File: config.mk
export PLATFORM = sky130hd
export DESIGN_NAME = irc_message_tokenizer
export DESIGN_NICKNAME = d
export VERILOG_FILES = /design/src/hw/rtl/irc_tok_pkg.sv /design/src/hw/rtl/irc_tok_core.sv /design/src/hw/rtl/irc_message_tokenizer.sv
export VERILOG_INCLUDE_DIRS = /design/src /design/src/hw/rtl
export SDC_FILE = /design/constraint.sdc
export NUM_CORES = 1
export LEC_CHECK = 0
export BUFFER_PORTS_ARGS = -buffer_cell sky130_fd_sc_hd__buf_2
export CAP_MARGIN = 25
export CELL_PAD_IN_SITES_DETAIL_PLACEMENT = 0
export CELL_PAD_IN_SITES_GLOBAL_PLACEMENT = 1
export CORE_ASPECT_RATIO = 0.6
export CORE_MARGIN = 8
export CORE_UTILIZATION = 39
export DETAILED_ROUTE_END_ITERATION = 12
export GPL_TIMING_DRIVEN = 0
export MAX_ROUTING_LAYER = met4
export PLACE_DENSITY_LB_ADDON = 0.1
export SKIP_CTS_REPAIR_TIMING = 1
export SLEW_MARGIN = 0
export SYNTH_ARGS = -nofsm -noshare
export SYNTH_HDL_FRONTEND = slang
export SYNTH_SLANG_ARGS = --single-unit
File: constraint.sdc
create_clock -name clk -period 2.65 [get_ports clk]
set_input_delay 0.265 -clock clk [delete_from_list [all_inputs] [get_ports clk]]
set_output_delay 0.265 -clock clk [all_outputs]
set_load 0.02 [all_outputs]
File: src/hw/rtl/irc_message_tokenizer_assert.svh
// Assertion macros shared by the tokenizer RTL
`ifndef IRC_MESSAGE_TOKENIZER_ASSERT_SVH
`define IRC_MESSAGE_TOKENIZER_ASSERT_SVH

// same-cycle implication, checked out of reset
`define IRC_ASSERT_IMPLY(label, clk, rst_n, ante, cons) \
	label: assert property (@(posedge clk) disable iff (!(rst_n)) (ante) |-> (cons)) \
		else $error("tokenizer assertion failed");

// next-cycle implication, checked out of reset
`define IRC_ASSERT_NEXT(label, clk, rst_n, ante, cons) \
	label: assert property (@(posedge clk) disable iff (!(rst_n)) (ante) |=> (cons)) \
		else $error("tokenizer assertion failed");

`endif

File: src/hw/rtl/irc_tok_pkg.sv
// Types and constants for the IRC message tokenizer
`timescale 1ns / 1ps

package irc_tok_pkg;

	localparam logic [7:0] CH_COLON = 8'h3A;
	localparam logic [7:0] CH_SPACE = 8'h20;
	localparam logic [7:0] CH_CR    = 8'h0D;
	localparam logic [7:0] CH_LF    = 8'h0A;

	localparam logic [2:0] ROLE_DELIM  = 3'd0;
	localparam logic [2:0] ROLE_PREFIX = 3'd1;
	localparam logic [2:0] ROLE_CMD    = 3'd2;
	localparam logic [2:0] ROLE_PARAM  = 3'd3;
	localparam logic [2:0] ROLE_TRAIL  = 3'd4;
	localparam logic [2:0] ROLE_EOL    = 3'd5;

	typedef enum logic [2:0] {
		MODE_START     = 3'd0,
		MODE_PREFIX    = 3'd1,
		MODE_PRE_CMD   = 3'd2,
		MODE_CMD       = 3'd3,
		MODE_PRE_PARAM = 3'd4,
		MODE_PARAM     = 3'd5,
		MODE_TRAIL     = 3'd6
	} parse_mode_t;

	typedef struct packed {
		logic [7:0] echo_byte;
		logic [2:0] role;
		logic       field_start;
		logic [3:0] param_index;
		logic       end_of_message;
		logic       message_ok;
		logic [3:0] param_total;
		logic       had_prefix;
	} tok_result_t;

endpackage

File: src/hw/rtl/irc_tok_core.sv
// Per-byte tokenizer state machine and result tagging
`timescale 1ns / 1ps
`include "irc_message_tokenizer_assert.svh"

module irc_tok_core #(
	parameter logic [3:0] PARAM_CAP = 4'd15
) (
	input  logic                     clk,
	input  logic                     arst_n,
	input  logic                     adv,
	input  logic [7:0]               data_byte,
	input  logic                     last,
	output irc_tok_pkg::tok_result_t res
);

	irc_tok_pkg::parse_mode_t mode_q, mode_d, mode_nx;
	logic [3:0] params_q, params_d, params_nx;
	logic       prefix_q, prefix_d, prefix_nx;

	function automatic logic [3:0] sat_inc(input logic [3:0] v);
		sat_inc = (v < PARAM_CAP) ? v + 4'd1 : PARAM_CAP;
	endfunction

	always_ff @(posedge clk or negedge arst_n) begin
		if (!arst_n) begin
			mode_q   <= irc_tok_pkg::MODE_START;
			params_q <= 4'd0;
			prefix_q <= 1'b0;
		end else if (adv) begin
			mode_q   <= mode_nx;
			params_q <= params_nx;
			prefix_q <= prefix_nx;
		end
	end

	always_comb begin
		mode_d   = mode_q;
		params_d = params_q;
		prefix_d = prefix_q;
		res      = '0;
		res.echo_byte      = data_byte;
		res.role           = irc_tok_pkg::ROLE_DELIM;
		res.end_of_message = last;
		if (data_byte == irc_tok_pkg::CH_CR || data_byte == irc_tok_pkg::CH_LF) begin
			res.role = irc_tok_pkg::ROLE_EOL;
		end else begin
			case (mode_q)
				irc_tok_pkg::MODE_PREFIX: begin
					if (data_byte == irc_tok_pkg::CH_SPACE) begin
						mode_d = irc_tok_pkg::MODE_PRE_CMD;
					end else begin
						res.role = irc_tok_pkg::ROLE_PREFIX;
					end
				end
				irc_tok_pkg::MODE_PRE_CMD: begin
					if (data_byte != irc_tok_pkg::CH_SPACE) begin
						mode_d          = irc_tok_pkg::MODE_CMD;
						res.role        = irc_tok_pkg::ROLE_CMD;
						res.field_start = 1'b1;
					end
				end
				irc_tok_pkg::MODE_CMD: begin
					if (data_byte == irc_tok_pkg::CH_SPACE) begin
						mode_d = irc_tok_pkg::MODE_PRE_PARAM;
					end else begin
						res.role = irc_tok_pkg::ROLE_CMD;
					end
				end
				irc_tok_pkg::MODE_PRE_PARAM: begin
					if (data_byte == irc_tok_pkg::CH_COLON) begin
						mode_d          = irc_tok_pkg::MODE_TRAIL;
						res.role        = irc_tok_pkg::ROLE_TRAIL;
						res.field_start = 1'b1;
						res.param_index = params_q;
					end else if (data_byte != irc_tok_pkg::CH_SPACE) begin
						mode_d          = irc_tok_pkg::MODE_PARAM;
						res.role        = irc_tok_pkg::ROLE_PARAM;
						res.field_start = 1'b1;
						res.param_index = params_q;
					end
				end
				irc_tok_pkg::MODE_PARAM: begin
					if (data_byte == irc_tok_pkg::CH_SPACE) begin
						params_d = sat_inc(params_q);
						mode_d   = irc_tok_pkg::MODE_PRE_PARAM;
					end else begin
						res.role        = irc_tok_pkg::ROLE_PARAM;
						res.param_index = params_q;
					end
				end
				irc_tok_pkg::MODE_TRAIL: begin
					res.role        = irc_tok_pkg::ROLE_TRAIL;
					res.param_index = params_q;
				end
				default: begin
					if (data_byte == irc_tok_pkg::CH_COLON) begin
						mode_d          = irc_tok_pkg::MODE_PREFIX;
						prefix_d        = 1'b1;
						res.role        = irc_tok_pkg::ROLE_PREFIX;
						res.field_start = 1'b1;
					end else if (data_byte == irc_tok_pkg::CH_SPACE) begin
						mode_d = irc_tok_pkg::MODE_PRE_CMD;
					end else begin
						mode_d          = irc_tok_pkg::MODE_CMD;
						res.role        = irc_tok_pkg::ROLE_CMD;
						res.field_start = 1'b1;
					end
				end
			endcase
		end

		mode_nx   = mode_d;
		params_nx = params_d;
		prefix_nx = prefix_d;
		if (last) begin
			res.message_ok = (mode_d == irc_tok_pkg::MODE_CMD)
				|| (mode_d == irc_tok_pkg::MODE_PRE_PARAM)
				|| (mode_d == irc_tok_pkg::MODE_PARAM)
				|| (mode_d == irc_tok_pkg::MODE_TRAIL);
			res.param_total = (mode_d == irc_tok_pkg::MODE_PARAM) ? sat_inc(params_d) : params_d;
			res.had_prefix  = prefix_d;
			mode_nx   = irc_tok_pkg::MODE_START;
			params_nx = 4'd0;
			prefix_nx = 1'b0;
		end
	end

	`IRC_ASSERT_NEXT(a_line_end_clears, clk, arst_n, adv && last,
		mode_q == irc_tok_pkg::MODE_START && params_q == 4'd0 && !prefix_q)
	`IRC_ASSERT_IMPLY(a_params_capped, clk, arst_n, 1'b1, params_q <= PARAM_CAP)
	`IRC_ASSERT_IMPLY(a_summary_on_end, clk, arst_n,
		res.message_ok || res.had_prefix || res.param_total != 4'd0, res.end_of_message)
	`IRC_ASSERT_NEXT(a_state_holds, clk, arst_n, !adv,
		$stable(mode_q) && $stable(params_q) && $stable(prefix_q))

endmodule

File: src/hw/rtl/irc_message_tokenizer.sv
// Top level of the IRC message tokenizer: input register, tagging core, result register
`timescale 1ns / 1ps

// Tags one IRC line, one byte per transaction, with its role (prefix, command,
// parameter, trailing, delimiter, line end) and reports message_ok, param_total
// and had_prefix on the byte marked last. Sustains one byte per clock while no
// result waits on tag_stall. The input register takes an accepted byte and the
// result register then takes its tag, with the tagging state machine between
// them. The input register also absorbs one byte while a result waits on
// tag_stall. Parameter counts saturate at the smaller of MAX_PARAMS and 15.
module irc_message_tokenizer #(
	parameter int unsigned MAX_PARAMS = 15
) (
	input  logic       clk,
	input  logic       arst_n,
	input  logic       byte_valid,
	output logic       byte_stall,
	input  logic [7:0] data_byte,
	input  logic       last,
	output logic       tag_valid,
	input  logic       tag_stall,
	output logic [7:0] echo_byte,
	output logic [2:0] role,
	output logic       field_start,
	output logic [3:0] param_index,
	output logic       end_of_message,
	output logic       message_ok,
	output logic [3:0] param_total,
	output logic       had_prefix
);

	localparam logic [3:0] PARAM_CAP = (MAX_PARAMS < 15) ? 4'(MAX_PARAMS) : 4'd15;

	logic                     valid_s1;
	logic [7:0]               byte_s1;
	logic                     last_s1;
	logic                     tag_valid_q;
	irc_tok_pkg::tok_result_t res;
	irc_tok_pkg::tok_result_t res_q;
	logic                     out_free;
	logic                     adv;

	assign out_free   = !tag_valid_q || !tag_stall;
	assign adv        = valid_s1 && out_free;
	assign byte_stall = valid_s1 && !out_free;

	always_ff @(posedge clk or negedge arst_n) begin
		if (!arst_n) begin
			valid_s1 <= 1'b0;
		end else if (byte_valid && !byte_stall) begin
			valid_s1 <= 1'b1;
		end else if (adv) begin
			valid_s1 <= 1'b0;
		end
	end

	always_ff @(posedge clk) begin
		if (byte_valid && !byte_stall) begin
			byte_s1 <= data_byte;
			last_s1 <= last;
		end
	end

	irc_tok_core #(
		.PARAM_CAP(PARAM_CAP)
	) u_core (
		.clk      (clk),
		.arst_n   (arst_n),
		.adv      (adv),
		.data_byte(byte_s1),
		.last     (last_s1),
		.res      (res)
	);

	always_ff @(posedge clk or negedge arst_n) begin
		if (!arst_n) begin
			tag_valid_q <= 1'b0;
		end else if (out_free) begin
			tag_valid_q <= valid_s1;
		end
	end

	always_ff @(posedge clk) begin
		if (adv) begin
			res_q <= res;
		end
	end

	assign tag_valid      = tag_valid_q;
	assign echo_byte      = res_q.echo_byte;
	assign role           = res_q.role;
	assign field_start    = res_q.field_start;
	assign param_index    = res_q.param_index;
	assign end_of_message = res_q.end_of_message;
	assign message_ok     = res_q.message_ok;
	assign param_total    = res_q.param_total;
	assign had_prefix     = res_q.had_prefix;

endmodule

# [Word-level counts from Yosys, hierarchy flattened]
# Index checks and enable logic that the tools add are counted.
[classes] add_sub_neg=2 order_cmp=2 n_eq_ne=15 n_mux=35 n_reduce_logical=16
[op_table] op="$mux 4" n=9
[op_table] op="$mux 3" n=9
[op_table] op="$eq 3x3->1 const B" n=6
[op_table] op="$pmux 3 s6" n=1
[op_table] op="$eq 8x4->1 const B" n=2
[op_table] op="$eq 8x6->1 const B" n=2
[op_table] op="$pmux 3 s5" n=1
[op_table] op="$pmux 4 s3" n=1
[op_table] op="$eq 3x2->1 const B" n=3
[op_table] op="$add 4x1->4 const B" n=2
[op_table] op="$lt 4x4->1 const B" n=2
[op_table] op="$mux 1" n=8
[op_table] op="$mux 8" n=1
[op_table] op="$ne 8x6->1 const B" n=1
[op_table] op="$mux 7" n=1
[op_table] op="$mux 2" n=3
[op_table] op="$reduce_or 6->1" n=1
[op_table] op="$logic_or 1x1->1" n=5
[op_table] op="$logic_not 1->1" n=4
[op_table] op="$reduce_or 4->1" n=1
[op_table] op="$eq 3x1->1 const B" n=1
[op_table] op="$logic_and 1x1->1" n=3
[op_table] op="$pmux 1 s3" n=1
[op_table] op="$reduce_bool 2->1" n=1
[op_table] op="$reduce_or 2->1" n=1
[totals] ff_bits=42 output_inout_bits=25

# [Depth between registers and ports, before layout]
[logic_depth] depth_word=9 ltp_mapped=10 ltp_nobuf=9

# [By module]
# A second synthesis with hierarchy kept.
[hier_totals] hier_cells=192 hier_area_um2=2173.3
[by_module_without_submodules] mod="irc_tok_core" n_inst=1 cells_each=152 area_per_inst_um2=1119.8
[by_module_without_submodules] mod="irc_message_tokenizer" n_inst=1 cells_each=40 area_per_inst_um2=1053.5

# [Least setup slack after synthesis]
# OpenSTA, ideal clock, no wires.
[synth_path] kind="register -> register" startpoint="register byte_s1[0]" endpoint="register res_q (netlist bit param_total[1]), data pin" setup_time_ps=258 t_arrival_ps=2509 required_ps=2392 setup_slack_ps=-117 path_stages_with_launch=9 n_path_buf=0 path_cell_list="edfxtp_1 or3b_4 nor4b_4 mux2_2 ha_1 nand3_1 a31oi_1 or4_1 o221a_1"
[synth_between] elab_chain_cells=7 elab_cells_between_ends=23 classes_between="add/sub: 1; order compare: 1; eq/ne: 6; mux: 14; reduce/logical: 1"
[synth_rtl] element="start, declared" line="irc_message_tokenizer.sv:35" text="logic [7:0] byte_s1;"
[synth_rtl] element="start signal, assigned" line="irc_message_tokenizer.sv:59" text="byte_s1 <= data_byte;"
[synth_rtl] element="$eq 8x6->1 or $ne 8x6->1 (tied branches)"
[synth_rtl] element="$mux 4, or another cell as far along" line="irc_tok_core.sv:83" text="if (data_byte == irc_tok_pkg::CH_SPACE) begin"
[synth_rtl] element="$mux 4, or another cell as far along" line="irc_tok_core.sv:47" text="case (mode_q)"
[synth_rtl] element="$mux 4 or $pmux 3 s5 (tied branches)" line="irc_tok_core.sv:44, irc_tok_core.sv:47"
[synth_rtl] element="$add 4x1->4, or another cell as far along" line="irc_tok_core.sv:21" text="sat_inc = (v < PARAM_CAP) ? v + 4'd1 : PARAM_CAP;"
[synth_rtl] element="$mux 4 or $eq 3x3->1 (tied branches)" line="irc_tok_core.sv:21, irc_tok_core.sv:120"
[synth_rtl] element="$mux 4 *" line="irc_tok_core.sv:120" text="res.param_total = (mode_d == irc_tok_pkg::MODE_PARAM) ? sat_inc(params_d) : params_d;"
[synth_rtl] element="end signal, assigned" line="irc_message_tokenizer.sv:85" text="res_q <= res;"
[synth_rtl] element="end, declared" line="irc_message_tokenizer.sv:39" text="irc_tok_pkg::tok_result_t res_q;"
# Mark *: on every way between the ends. The rest lies on a longest branch, timed or not.
# A chain may end at the register's enable or synchronous reset.

# [Worst setup path in the final report]
[layout_path] startpoint="register byte_s1[5]" endpoint="register res_q (netlist bit param_total[1]), data pin"
# Same word-level chain as after synthesis.

==> flow_summary.ini <==
[pwr]
internal_power_mw = 1.04
seqPwrFrac = 0.548
leakage_nw = 1.06
p_sw_frac = 0.282
pwr-share-comb = 0.165
power_frac_clock = 0.288
netSwitchingPower_mw = 0.409
power_mw = 1.45
p_per_area_nw_per_um2 = 553
vdd_drop_max_v = 0.000251

[setup_path]
setup.worst_path.class = reg2reg
path_max_fanout = 6
r2r_setup_slack_ns = -0.19
worst_ep_arrival_time_ns = 2.89
required_ns = 2.70
crit_path_start_kind = flip-flop
endpoint_kind = flip-flop

[routing]
viasPerCell = 5.41
detail-route-antenna-nets = 0
drtIter0Drc = 94
drcViolationCount = 0
vias = 1634
wl_per_cell_um = 17.1
first_pass_iters = 4
wirelength_um = 5170

[die]
die_y_um = 72.5
ioPinCount = 38
die_w_um = 110
die_area_um2 = 7990
initial_core_util = 0.407
num_rows = 20
coreArea_um2 = 5100

[place]
placedCellCount = 278
place_hpwl_um = 3590
place_congestion = 0.835
io_buffers = 37
place_worst_setup_slack_ns = -0.237

[clocking]
cts_sinks = 42
tritoncts = done
clk_pin_slew_ns = 0.08
clk_path_buf_depth = 2
cts.htree.levels = 2
cts_made_buffers = 5
insertion_delay_ns = 0.30
root_buffer = clkbuf_8

[grt]
antenna_found_initial = 0
overflow = 0
grt_pass1_vias = 1553
track_usage = 0.132
grt_start_max_net_pins = 28
grt_pass1_wl_um = 7990

[finish]
final_util = 0.513
drive_gt1_frac = 0.339
area_delta_synth_final_pct = 26.2
antennaDiodeCount = 0
fin_cells = 302
nNetsFinal = 250

[yosys]
seq_area_frac_synth = 0.583
synth_common_cells = edfxtp_1, a21oi_1, nor2_1
synth_area_leaders = edfxtp_1, dfrtp_1, a21oi_1
synth_most_common_cell = edfxtp_1
synth_top_area_share = 0.463
synth_top_cell_by_area = edfxtp_1
yosys_warnings = 0
netlist_instances = 175
ys_ff_latch = 42
synth_flop_cell = edfxtp_1
synth_area_um2 = 2080
async_flop_share = 0.238
synth_fp_nets = 190
synth_cell_types = 48
synth_edf_count = 32
avgSynthCellArea_um2 = 11.9

[sta]
setup_tns_ns = -0.188
tightestPinTransition_ns = 0.726
drv_slew = 0
min_period_ns = 2.84
clock_skew_ns = 0.00623
hold_violations = 0
rsz0062_at_grt = true
worst_slack_ns = -0.188
clock.fmax_mhz = 352
setup_viol = 1
finalCritPeriodShare = 1.07
max_slew_margin = 0.511

[job]
drv_cap = 0

[outcome]
violations = setup timing
status = complete, but fails checks

[hold_path]
min_path_type = in2reg
==> through the flow <==
step | hold WS, ns | cell area [µm²]
global route | 0.123 | 2620
CTS | -0.166 | 2450
global placement | 0.149 | 2360
finish | 0.142 | 2620
floorplan | -0.0306 | 2090
detailed placement | 0.159 | 2360
==> final timing paths <==
path                                            to  cells past startpoint       start
worst max-delay path                param_total[1]                      8  byte_s1[5]
worst min-delay path                       last_s1                      1        last
worst max register to register      param_total[1]                      8  byte_s1[5]
worst min register to register      end_of_message                      0     last_s1
max in group asynchronous         u_core.mode_q[1]                      2      arst_n
min in group asynchronous       u_core.params_q[3]                      2      arst_n
==> metal layers <==
metal,wire (µm),vias up,part of all wire,track usage
met5,0,-,0,-
met4,34,0,0.0066,0.0352
met3,271,5,0.052,0.0354
met2,2450,36,0.47,0.195
met1,2420,805,0.47,0.176
li1,-,788,-,-
==> power by group through the flow <==
stage                     combinational [mW]  clock, mW  sequential [mW]
final                                  0.239      0.417            0.793
after global routing                   0.261      0.459            0.799
after CTS                              0.216      0.428            0.795
after detailed placement               0.215          0            0.810
after global placement                 0.210          0            0.808
after floorplan                        0.106          0            0.842
==> cell usage in the layout (no fill, tap or decap), types with 3 or more instances in the layout <==
master,netlist,final
buf_2,0,37
buf_4,1,15
o21ai_0,7,7
or4_1,3,3
edfxtp_1,32,32
nand2b_1,3,3
a31oi_1,6,4
inv_1,8,8
clkbuf_8,1,6
nand2_1,11,11
dfrtp_1,10,10
clkbuf_1,3,4
a21oi_1,13,13
nor2_1,13,13
a22o_1,4,4
and2_1,6,6
nor3_1,5,4
nand3_1,8,7
==> critical path, stage by stage (launching register included) <==
cell      delay [ns]
edfxtp_1        0.46
or3b_4          0.42
nor4b_4         0.40
mux2_4          0.37
ha_4            0.18
nand3_2         0.07
a31oi_2         0.05
or4_1           0.42
o221a_1         0.22
==> registers in the layout, indices dropped and copies added (netlist names) <==
| register | count |
|---|---|
| valid_s1 | 1 |
| tag_valid | 1 |
| byte_s1 | 8 |
| param_total | 4 |
| message_ok | 1 |
| echo_byte | 8 |
| last_s1 | 1 |
| had_prefix | 1 |
| u_core.params_q | 4 |
| end_of_message | 1 |
| param_index | 4 |
| field_start | 1 |
| u_core.prefix_q | 1 |
| u_core.mode_q | 3 |
| role | 3 |
==> cell families (layout without fill, tap and decap cells) <==
logic type	Yosys count	count (layout)	share of synthesized area
buffers and inverters	14	75	0.0356
and+or+nand+nor	68	68	0.198
muxes	4	4	0.0211
xor gates and xnor gates	1	1	0.00422
adders and majority gates	2	2	0.0121
AOI/OAI and AO/OA	44	44	0.146
DFF	42	42	0.583
==> final cells by class <==
| cell class | count | area (µm²) |
|---|---|---|
| Clock buffer | 6 | 72.6 |
| Buffer | 6 | 43.8 |
| Fill cell | 492 | 2490 |
| Multi-Input combinational cell | 119 | 836 |
| Inverter | 8 | 30.0 |
| Clock inverter | 2 | 15.0 |
| Tap cell | 66 | 82.6 |
| Sequential cell | 42 | 1210 |
| Timing Repair Buffer | 53 | 328 |
No activity file was read; power rests on OpenSTA's default activity.
